--- src/design/bip_pkg.sv ---
// ----------------------------------------------------------------------------
// bip_pkg
// Shared types, codes and helpers of the ballistic intercept predictor.
// ----------------------------------------------------------------------------
package bip_pkg;

  localparam int FRAC_BITS_DEF  = 16;
  localparam int TIMEOUT_US_DEF = 1000000;

  localparam int POS_W  = 32;
  localparam int STAT_W = 3;
  localparam int ALPHA_W = 17;
  localparam int ADDR_W = 5;

  // shared divide / square-root unit
  localparam int DSU_NUM_W = 64;
  localparam int DSU_DEN_W = 32;

  typedef logic signed [POS_W-1:0] pos_t;
  typedef logic [STAT_W-1:0]       status_t;

  localparam status_t ST_DISABLED = 3'd0;
  localparam status_t ST_PASS     = 3'd1;
  localparam status_t ST_PREDICT  = 3'd2;
  localparam status_t ST_REJECT   = 3'd3;
  localparam status_t ST_RESYNC   = 3'd4;

  localparam logic [2:0] REG_TRACK   = 3'd0;
  localparam logic [2:0] REG_PREDICT = 3'd1;
  localparam logic [2:0] REG_ALPHA   = 3'd2;
  localparam logic [2:0] REG_CATCH   = 3'd3;
  localparam logic [2:0] REG_START_X = 3'd4;
  localparam logic [2:0] REG_START_Y = 3'd5;

  typedef enum logic {DSU_DIV, DSU_SQRT} dsu_op_t;

  typedef struct packed {
    logic    start;
    dsu_op_t op;
  } dsu_req_t;

  typedef struct packed {
    logic busy;
    logic done;
  } dsu_rsp_t;

  function automatic pos_t sat32(input logic signed [71:0] v);
    logic signed [71:0] hi;
    logic signed [71:0] lo;
    hi = 72'sd2147483647;
    lo = -72'sd2147483648;
    if (v > hi) begin
      sat32 = 32'sh7FFFFFFF;
    end else if (v < lo) begin
      sat32 = 32'sh80000000;
    end else begin
      sat32 = v[31:0];
    end
  endfunction

endpackage

--- src/design/bip_dsu.sv ---
// ----------------------------------------------------------------------------
// bip_dsu
// Iterative unsigned divider and integer square root, one result bit a cycle.
// ----------------------------------------------------------------------------
module bip_dsu
  import bip_pkg::*;
(
  input  logic                 clk,
  input  logic                 rst_n,
  input  dsu_req_t             req,
  input  logic [DSU_NUM_W-1:0] num,
  input  logic [DSU_DEN_W-1:0] den,
  output dsu_rsp_t             rsp,
  output logic [DSU_NUM_W-1:0] res
);

  localparam int REM_W = DSU_DEN_W + 4;
  localparam int CNT_W = $clog2(DSU_NUM_W + 1);

  logic [DSU_NUM_W-1:0] x_r, x_nxt;
  logic [DSU_NUM_W-1:0] res_r, res_nxt;
  logic [REM_W-1:0]     rem_r, rem_nxt;
  logic [DSU_DEN_W-1:0] den_r;
  logic [CNT_W-1:0]     cnt_r, cnt_nxt;
  dsu_op_t              op_r;
  logic                 busy_r, done_r;

  logic [REM_W-1:0] shl, trial, sub;

  always_comb begin
    if (op_r == DSU_DIV) begin
      shl   = {rem_r[REM_W-2:0], x_r[DSU_NUM_W-1]};
      trial = REM_W'(den_r);
      x_nxt = {x_r[DSU_NUM_W-2:0], 1'b0};
    end else begin
      shl   = {rem_r[REM_W-3:0], x_r[DSU_NUM_W-1 -: 2]};
      trial = {res_r[REM_W-3:0], 2'b01};
      x_nxt = {x_r[DSU_NUM_W-3:0], 2'b00};
    end
    sub = shl - trial;
    if (!sub[REM_W-1]) begin
      rem_nxt = sub;
      res_nxt = {res_r[DSU_NUM_W-2:0], 1'b1};
    end else begin
      rem_nxt = shl;
      res_nxt = {res_r[DSU_NUM_W-2:0], 1'b0};
    end
    cnt_nxt = cnt_r - CNT_W'(1);
  end

  always_ff @(posedge clk) begin
    if (!rst_n) begin
      busy_r <= 1'b0;
      done_r <= 1'b0;
      cnt_r  <= '0;
    end else begin
      done_r <= 1'b0;
      if (req.start && !busy_r) begin
        busy_r <= 1'b1;
        op_r   <= req.op;
        x_r    <= num;
        den_r  <= den;
        rem_r  <= '0;
        res_r  <= '0;
        cnt_r  <= (req.op == DSU_DIV) ? CNT_W'(DSU_NUM_W) : CNT_W'(DSU_NUM_W / 2);
      end else if (busy_r) begin
        x_r   <= x_nxt;
        rem_r <= rem_nxt;
        res_r <= res_nxt;
        cnt_r <= cnt_nxt;
        if (cnt_r == CNT_W'(1)) begin
          busy_r <= 1'b0;
          done_r <= 1'b1;
        end
      end
    end
  end

  assign rsp.busy = busy_r;
  assign rsp.done = done_r;
  assign res      = res_r;

endmodule

--- config.mk ---
export PLATFORM = sky130hd
export DESIGN_NAME = bip_dsu
export DESIGN_NICKNAME = d
export VERILOG_FILES = /design/src/design/bip_pkg.sv /design/src/design/bip_dsu.sv
export SDC_FILE = /design/constraint.sdc
export NUM_CORES = 1
export LEC_CHECK = 0
export BUFFER_PORTS_ARGS = -buffer_cell sky130_fd_sc_hd__buf_2
export CAP_MARGIN = 20
export CELL_PAD_IN_SITES_DETAIL_PLACEMENT = 0
export CELL_PAD_IN_SITES_GLOBAL_PLACEMENT = 2
export CORE_MARGIN = 4
export CORE_UTILIZATION = 41
export DETAILED_ROUTE_END_ITERATION = 8
export PLACE_DENSITY = 0.88
export SETUP_SLACK_MARGIN = 0.4
export SLEW_MARGIN = 0
export SYNTH_ARGS = -nofsm -noshare
export SYNTH_HDL_FRONTEND = slang
export SYNTH_SLANG_ARGS = --single-unit
--- constraint.sdc ---
create_clock -name clk -period 11.85 [get_ports clk]
set_input_delay 0.5925 -clock clk [delete_from_list [all_inputs] [get_ports clk]]
set_output_delay 0.5925 -clock clk [all_outputs]
set_load 0.1 [all_outputs]
Word-level counts from Yosys, hierarchy flattened. Index checks and enable logic that the tools add are counted.

Register bits: 205. Input port bits: 100. Output and inout port bits: 66. Word-level logic and storage cells: 35.

Add/subtract/negate cells: 2. Eq/ne operators: 1. Multiplexer cells: 16. Bitwise operators: 2. Reduce and logical (&&, ||, !) cells: 6.

Operators with widths (count): 64-bit 2-to-1 mux (4); 36-bit 2-to-1 mux (2); 35-bit 2-to-1 mux (2); 36-bit subtractor (1); 7-bit 2-to-1 mux (3); 7-bit by 1-bit equality test with 1-bit output (second input constant) (1); 7-bit by 1-bit subtractor with 7-bit output (second input constant) (1); 1-bit 2-to-1 mux (5); 2-bit AND reduction (2); 3-bit OR reduction (1); 1-bit NOT (2); 2-bit nonzero test (1); 1-bit logical AND (1); 1-bit zero test (1).

Longest topological paths before layout. Gate-level depths: netlist of run 1.

Depth in word-level cells: 4. Gate-level depth with buffers: 17. Mapped depth without buffers: 12.

Worst setup path after synthesis of run 1. Ideal clock, no wire load.

Kind: input -> register. Start: in rst_n. End: reg rem_r[0] (enable). Setup time: 0.515 ns. Arrival: 4.098 ns. Required time: 11.335 ns. Path slack: 7.237 ns. Stages on the path: 3. Buffers on the path: 1. Path through: clkbuf_1 o21ai_0 inv_1.

Longest elaborated chain between the ends: 1.

RTL lines: from (decl) (RTL line bip_dsu.sv:9) `input logic rst_n,`; 2-bit AND reduction (no line); to (signal assigned) (RTL line bip_dsu.sv:68) `rem_r <= rem_nxt;`; to (decl) (RTL line bip_dsu.sv:22) `logic [REM_W-1:0] rem_r, rem_nxt;`.

Every way passes these cells. A chain may end at the register's enable or synchronous reset.

Worst setup path after layout of run 1.
Start: reg op_r. End: reg rem_r[25] (data pin).

Longest elaborated chain between the ends: 4. Elaborated cells between the ends (all ways): 5. Classes of those cells: add/sub: 1; mux: 4.

RTL lines: from (decl) (RTL line bip_dsu.sv:25) `dsu_op_t op_r;`; from (signal assigned) (RTL line bip_dsu.sv:60) `op_r <= req.op;`; 36-bit 2-to-1 mux (RTL line bip_dsu.sv:31) `if (op_r == DSU_DIV) begin`; 36-bit subtractor (RTL line bip_dsu.sv:40) `sub = shl - trial;`; 35-bit 2-to-1 mux (*) (RTL line bip_dsu.sv:41) `if (!sub[REM_W-1]) begin`; 35-bit 2-to-1 mux (*) (RTL line bip_dsu.sv:66) `end else if (busy_r) begin`.

Mark *: on every way between the ends. The rest lies on a longest branch, timed or not. The select of a mux whose other input is x is not followed.

==> results of run 1 <==
[metal layers]
layer / routed length, um / track usage, % / part of all wire (%) / up-vias
met1: 13000 / 23.7 / 48 / 3922
met4: 501 / 3.97 / 1.8 / 0
li1: - / - / - / 4060
met5: 0 / 0 / 0 / -
met3: 1490 / 2.53 / 5.4 / 29
met2: 12400 / 26.3 / 45 / 194
[path summary, 6_finish.rpt]
kind,from,endpoint,slack (ps)
worst max-delay path,op_r,rem_r[25],6810
worst min-delay path,den[27],den_r[27],250
worst max register to register,op_r,rem_r[25],6810
worst min register to register,cnt_r[3],cnt_r[3],490
[area by class of cell]
| class | instances | share of cell area, % |
|---|---|---|
| flip-flops and latches | 205 | 45.3 |
| multi-input cells | 730 | 38.4 |
| repair buffers | 173 | 6.86 |
| clock buffers | 29 | 4.62 |
| well taps | 384 | 3.59 |
| clock inverters | 13 | 0.719 |
| inverters | 17 | 0.514 |
| diodes | 1 | 0.0187 |
[layout by cell type, fill, tap and decap left out, types with 3 or more instances in the layout]
master     synthesis  final
edfxtp_1         196    196
buf_2              6    165
o21ai_0           99     99
nand2_1           98     98
mux2i_1           95     95
and2_1            69     68
a21oi_1           51     51
ha_1              37     37
nor2_1            36     36
mux2_2            34     34
nor3_1            33     33
clkbuf_16          0     24
nand3_1           22     22
a211oi_2          20     20
xnor2_1           17     17
inv_1             17     16
xor2_1            14     14
a211oi_1          12     12
dfxtp_1            9      9
nor2b_1            9      8
nand4_1            7      7
a31oi_1            7      7
clkinv_1           0      7
o211ai_1           6      6
buf_4             67      6
a21o_1             5      5
clkbuf_1          45      5
o21a_1             4      4
and3_1             4      4
nand2b_1           5      4
nand3b_1           3      3
o41ai_1            3      3
o21bai_1           3      3
clkinv_2           0      3
[power breakdown]
part	switching, mW	leakage, nW	internal, mW
Sequential	0.0389	1.96	0.902
Combinational	0.571	2.86	0.305
Clock	0.287	0.350	0.392
[per-stage QoR]
stage	util (%)	total power, mW	hold slack (ps)	setup slack (ps)	std cells
3_5_place_dp	43.8	1.82	476	6950	1508
4_1_cts	46.3	2.51	227	6910	1550
5_1_grt	46.4	2.64	226	6610	1552
6_report	46.4	2.50	248	6810	1552
3_3_place_gp	43.8	1.82	467	7040	1508
2_1_floorplan	-	1.67	448	7240	1080
[flip-flops by register name, summed over array words and instances, names as in the netlist]
| name | count |
|---|---|
| done_r | 1 |
| den_r | 32 |
| x_r | 64 |
| rem_r | 35 |
| busy_r | 1 |
| cnt_r | 7 |
| op_r | 1 |
| res | 64 |
[cells by family after synthesis]
kind of cell | synth area share, %
xor+xnor | 2.26
buf+inv | 6.88
fa+ha+maj | 4.02
simple gates | 12.2
flops | 50.4
mux | 11.1
compound gates | 13.1
==> impl_metrics.toml, run 1 <==
[detailed_routing]
drtAntennaViolNets = 0
routedWlPerCell_um = 17.6
drtPass1Iterations = 4
dr.first_iter.drc_count = 510
vias = 8205
wirelength_um = 27400
drc = 0
via_per_inst = 5.29

[sta]
tns_ps = 0
layout_min_cycle_time_ps = 5040
fmax_ghz = 0.198
clock_skew_ps = 12.2
fin_crit_sh_pct = 42.6
slew_violations = 0
hold_viol = 0
rsz0062_at_grt = "false"
tightestPinTransition_ps = 1030
slew_headroom_pct = 31.4
setup-violations-final = 0

[floorplanning]
initial_core_util_pct = 41.7
die_y_um = 179
die_x_um = 179
placementRows = 62
core_um2 = 28900
ios = 166
die_area_um2 = 32100

[clock_network]
root_buffer = "clkbuf_16"
cts_tree = "done"
clkSlewWorstSetupHoldPaths_ps = 60
post_cts_buffers = 0
htree_levels = 1
cts_made_buffers = 24
cts_resized = 0
cts_hold_buf = 0
clock_latency_ps = 520
cts.sinks = 205
cts_buffer_depth = 3

[power]
vdd.ir_drop.worst_mv = 0.103
p_per_area_nw_per_um2 = 186
power.leakage_nw = 5.17

[yosys]
synth_area_um2 = 12000
synth_most_common_cell = "edfxtp_1"
syn-num-nets = 1218
synth_edf_count = 196
async_flop_share_pct = 0
synthTopCellsByArea = "edfxtp_1 49%, mux2i_1 7.9%, buf_4 4.2%, o21ai_0 4.1%, ha_1 3.8%"
synth_commonest_cells = "196 x edfxtp_1, 99 x o21ai_0, 98 x nand2_1"
syn_inst = 1080
ys_seq_area_share_pct = 50.4
yosys_warnings = 0
synth_top_area_share_pct = 48.9
yosys.area.top_type = "edfxtp_1"
synthFlopType = "edfxtp_1"
ys_types = 62
synth_area_per_cell_um2 = 11.1
ys_ff_latch = 205

[layout]
drive_above_1_share_pct = 23.1
design_area_um2 = 13400
nets = 1289
seq_area_um2 = 6070
area_delta_synth_final_pct = 11.4
n_fill_cell = 2751
multiInputGateArea_um2 = 5140

[critical_path]
slowest_delay_ps = 570
path_cells = "buf_12 -> mux2_2 -> ha_1 -> o21ai_0 -> a211oi_1 -> nor2_1 -> a211oi_2 -> o21a_4 -> o41a_1 -> nand2_4 -> o211a_1"
crit_path_max_fanout = 135
cp.arrival_ps = 5310
critical_path.top_delay_family = "compound AO/OA/AOI/OAI gates"
slowest_stage = "o41a_1"
critical_path_buf_inv_count = 1
crit_path_end_kind = "register"
worstSetupPathType = "register to register"
cp-start-kind = "register"
timing.critical_path.required_ps = 12110
crit_cells = 11
reg2reg_depth = 11

[global_routing]
grt_usage_pct = 16.5
grt.overflow.total = 0
grt_pass1_vias = 8091
grt_pass1_wl_um = 42500
grt_max_degree = 136
grt_antenna_before_repair = 1

[min_path]
whs_path_depth = 1
hold_class = "input port to register"

[place]
gp_congestion = 0.838
io_buffers = 165
placed_cell_area_um2 = 12600
dp_hpwl_um = 18400

[job]
drv_cap = 0

[status]
outcome = "finished, final reports clean"
(Power assumes the default switching activity.)
==> inputs of run 2 (changes only) <==
- CORE_UTILIZATION: 41 -> 35
- PLACE_DENSITY: 0.88 -> 0.81
- clock period: 11.85 -> 4.6 ns (I/O delays scaled with it)
==> run 2 against run 1 <==
Against the previous run:
- first-iteration DRC count decreased by 11%
- final cell count increased by 11%
- worst setup slack got worse by 6200 ps
- die area increased by 16%
- clock skew increased by 1.4 ps
- flip-flop and latch count unchanged
==> impl_metrics.toml, run 2 (synthesis results as in run 1) <==
[status]
outcome = "finished, final reports clean"

[global_routing]
grt_pass1_vias = 8965
grt_pass1_wl_um = 48100
grt_max_degree = 81
grt.overflow.total = 0
grt_usage_pct = 15.3
grt_antenna_before_repair = 0

[detailed_routing]
drtAntennaViolNets = 0
routedWlPerCell_um = 17.2
drtPass1Iterations = 5
dr.first_iter.drc_count = 455
vias = 8655
wirelength_um = 29800
drc = 0
via_per_inst = 5.01

[clock_network]
cts_buffer_depth = 3
htree_levels = 1
root_buffer = "clkbuf_16"
cts_tree = "done"
post_cts_buffers = 0
clock_latency_ps = 530
clkSlewWorstSetupHoldPaths_ps = 60
cts.sinks = 205
cts_made_buffers = 25

[critical_path]
crit_path_max_fanout = 27
worstSetupPathType = "register to register"
cp_common_cell = "buf_4"
cp-start-kind = "register"
critical_path.top_delay_family = "compound AO/OA/AOI/OAI gates"
crit_cells = 11
crit_path_end_kind = "register"
critical_path_buf_inv_count = 2
path_cells = "buf_4 -> buf_4 -> mux2_2 -> ha_1 -> a21oi_1 -> o21ai_0 -> or3_1 -> o21a_4 -> o41a_1 -> nand2_4 -> a311oi_1"
slowest_delay_ps = 410
timing.critical_path.required_ps = 4840
reg2reg_depth = 11
cp.arrival_ps = 4260
slowest_stage = "or3_1"

[sta]
clock_skew_ps = 13.6
layout_min_cycle_time_ps = 4020
slew_violations = 0
tns_ps = 0
hold_viol = 0
rsz0062_at_grt = "false"
slew_headroom_pct = 32.5
tightestPinTransition_ps = 1010
fin_crit_sh_pct = 87.4
setup-violations-final = 0
fmax_ghz = 0.249

[min_path]
hold_class = "input port to register"
whs_path_depth = 3

[layout]
final_cell_mix = "196 x edfxtp_1, 165 x buf_2, 99 x o21ai_0, 98 x nand2_1, 95 x mux2i_1"
diodes = 0
n_fill_cell = 3206
final_common_cell = "edfxtp_1"
drive_above_1_share_pct = 23.1
nets = 1401
area_delta_synth_final_pct = 21.7

[floorplanning]
die_area_um2 = 37400
placementRows = 67
ios = 166
core_um2 = 33700
initial_core_util_pct = 35.7
die_y_um = 193
die_x_um = 193

[power]
power.share.clock_pct = 28.4
power_switching_mw = 2.39
power.total_mw = 6.74
power.leakage_nw = 5.68
p_int_mw = 4.35
p_comb_share_pct = 35.6
power_frac_seq_pct = 36.0
p_sw_share_pct = 35.4
vdd.ir_drop.worst_mv = 0.255
p_per_area_nw_per_um2 = 461

[place]
io_buffers = 165
gp_congestion = 0.842
dp_hpwl_um = 19900

[job]
drv_cap = 0
-- run 2: cell count changes in the layout (fill, tap and decap cells not counted), moves of 2 or more --
cell / previous run / this run
buf_4: 6 / 23
dlygate4sd3_1: 0 / 93
clkbuf_16: 24 / 27
buf_12: 1 / 3
clkinv_1: 7 / 3
clkinvlp_4: 0 / 2
clkinv_2: 3 / 5
-- run 2: timing repair --
action,in CTS,in global routing
hold buffers,93,0
hold endpoints to repair,93,0
setup endpoints to repair,0,1
resized for setup,0,1
-- run 2: worst min-delay path, delay by kind of cell --
| kind | cells | cell delay (ps) |
|---|---|---|
| simple gates | 1 | 40 |
| buf+inv | 1 | 90 |
| compound gates | 1 | 70 |
-- run 2: power groups by stage --
stage | logic, mW | registers (mW) | clock network [mW]
2_1_floorplan | 1.86 | 2.43 | 0
3_3_place_gp | 2.32 | 2.46 | 0
3_5_place_dp | 2.33 | 2.46 | 0
4_1_cts | 2.40 | 2.43 | 1.97
5_1_grt | 2.64 | 2.45 | 2.04
6_report | 2.40 | 2.43 | 1.91
-- run 2: path summary, 6_finish.rpt --
| check | start | end | slack [ps] |
|---|---|---|---|
| setup / recovery | op_r | rem_r[34] | 580 |
| hold / removal | num[47] | x_r[47] | 20 |
| setup reg to reg | op_r | rem_r[34] | 580 |
| hold reg to reg | cnt_r[5] | cnt_r[5] | 490 |
-- run 2: cell type report --
cell class	instances	area, um2	share of cell area, %
clock buffer	33	708	4.84
clock inverter	12	88.8	0.607
inverter	17	67.6	0.462
multi-input combinational	730	5150	35.2
sequential	205	6070	41.5
tap	448	561	3.83
timing repair buffer	284	1990	13.6
-- run 2: routing by layer --
layer / up-vias / wire [um] / track usage (%)
li1: 4284 / - / -
met1: 4155 / 13900 / 20.7
met2: 177 / 14100 / 25.9
met3: 39 / 1240 / 2.54
met4: 0 / 522 / 3.44
met5: - / 0 / 0
-- run 2: stage by stage --
step	area [um2]	worst slack (ps)	util, %	instances	hold WS, ps
2_1_floorplan	12000	448	-	1080	329
3_3_place_gp	12900	666	38.3	1591	407
3_5_place_dp	12900	590	38.3	1591	408
4_1_cts	14600	585	43.4	1729	1.02
5_1_grt	14600	403	43.4	1729	11.9
6_report	14600	582	43.4	1729	22.6
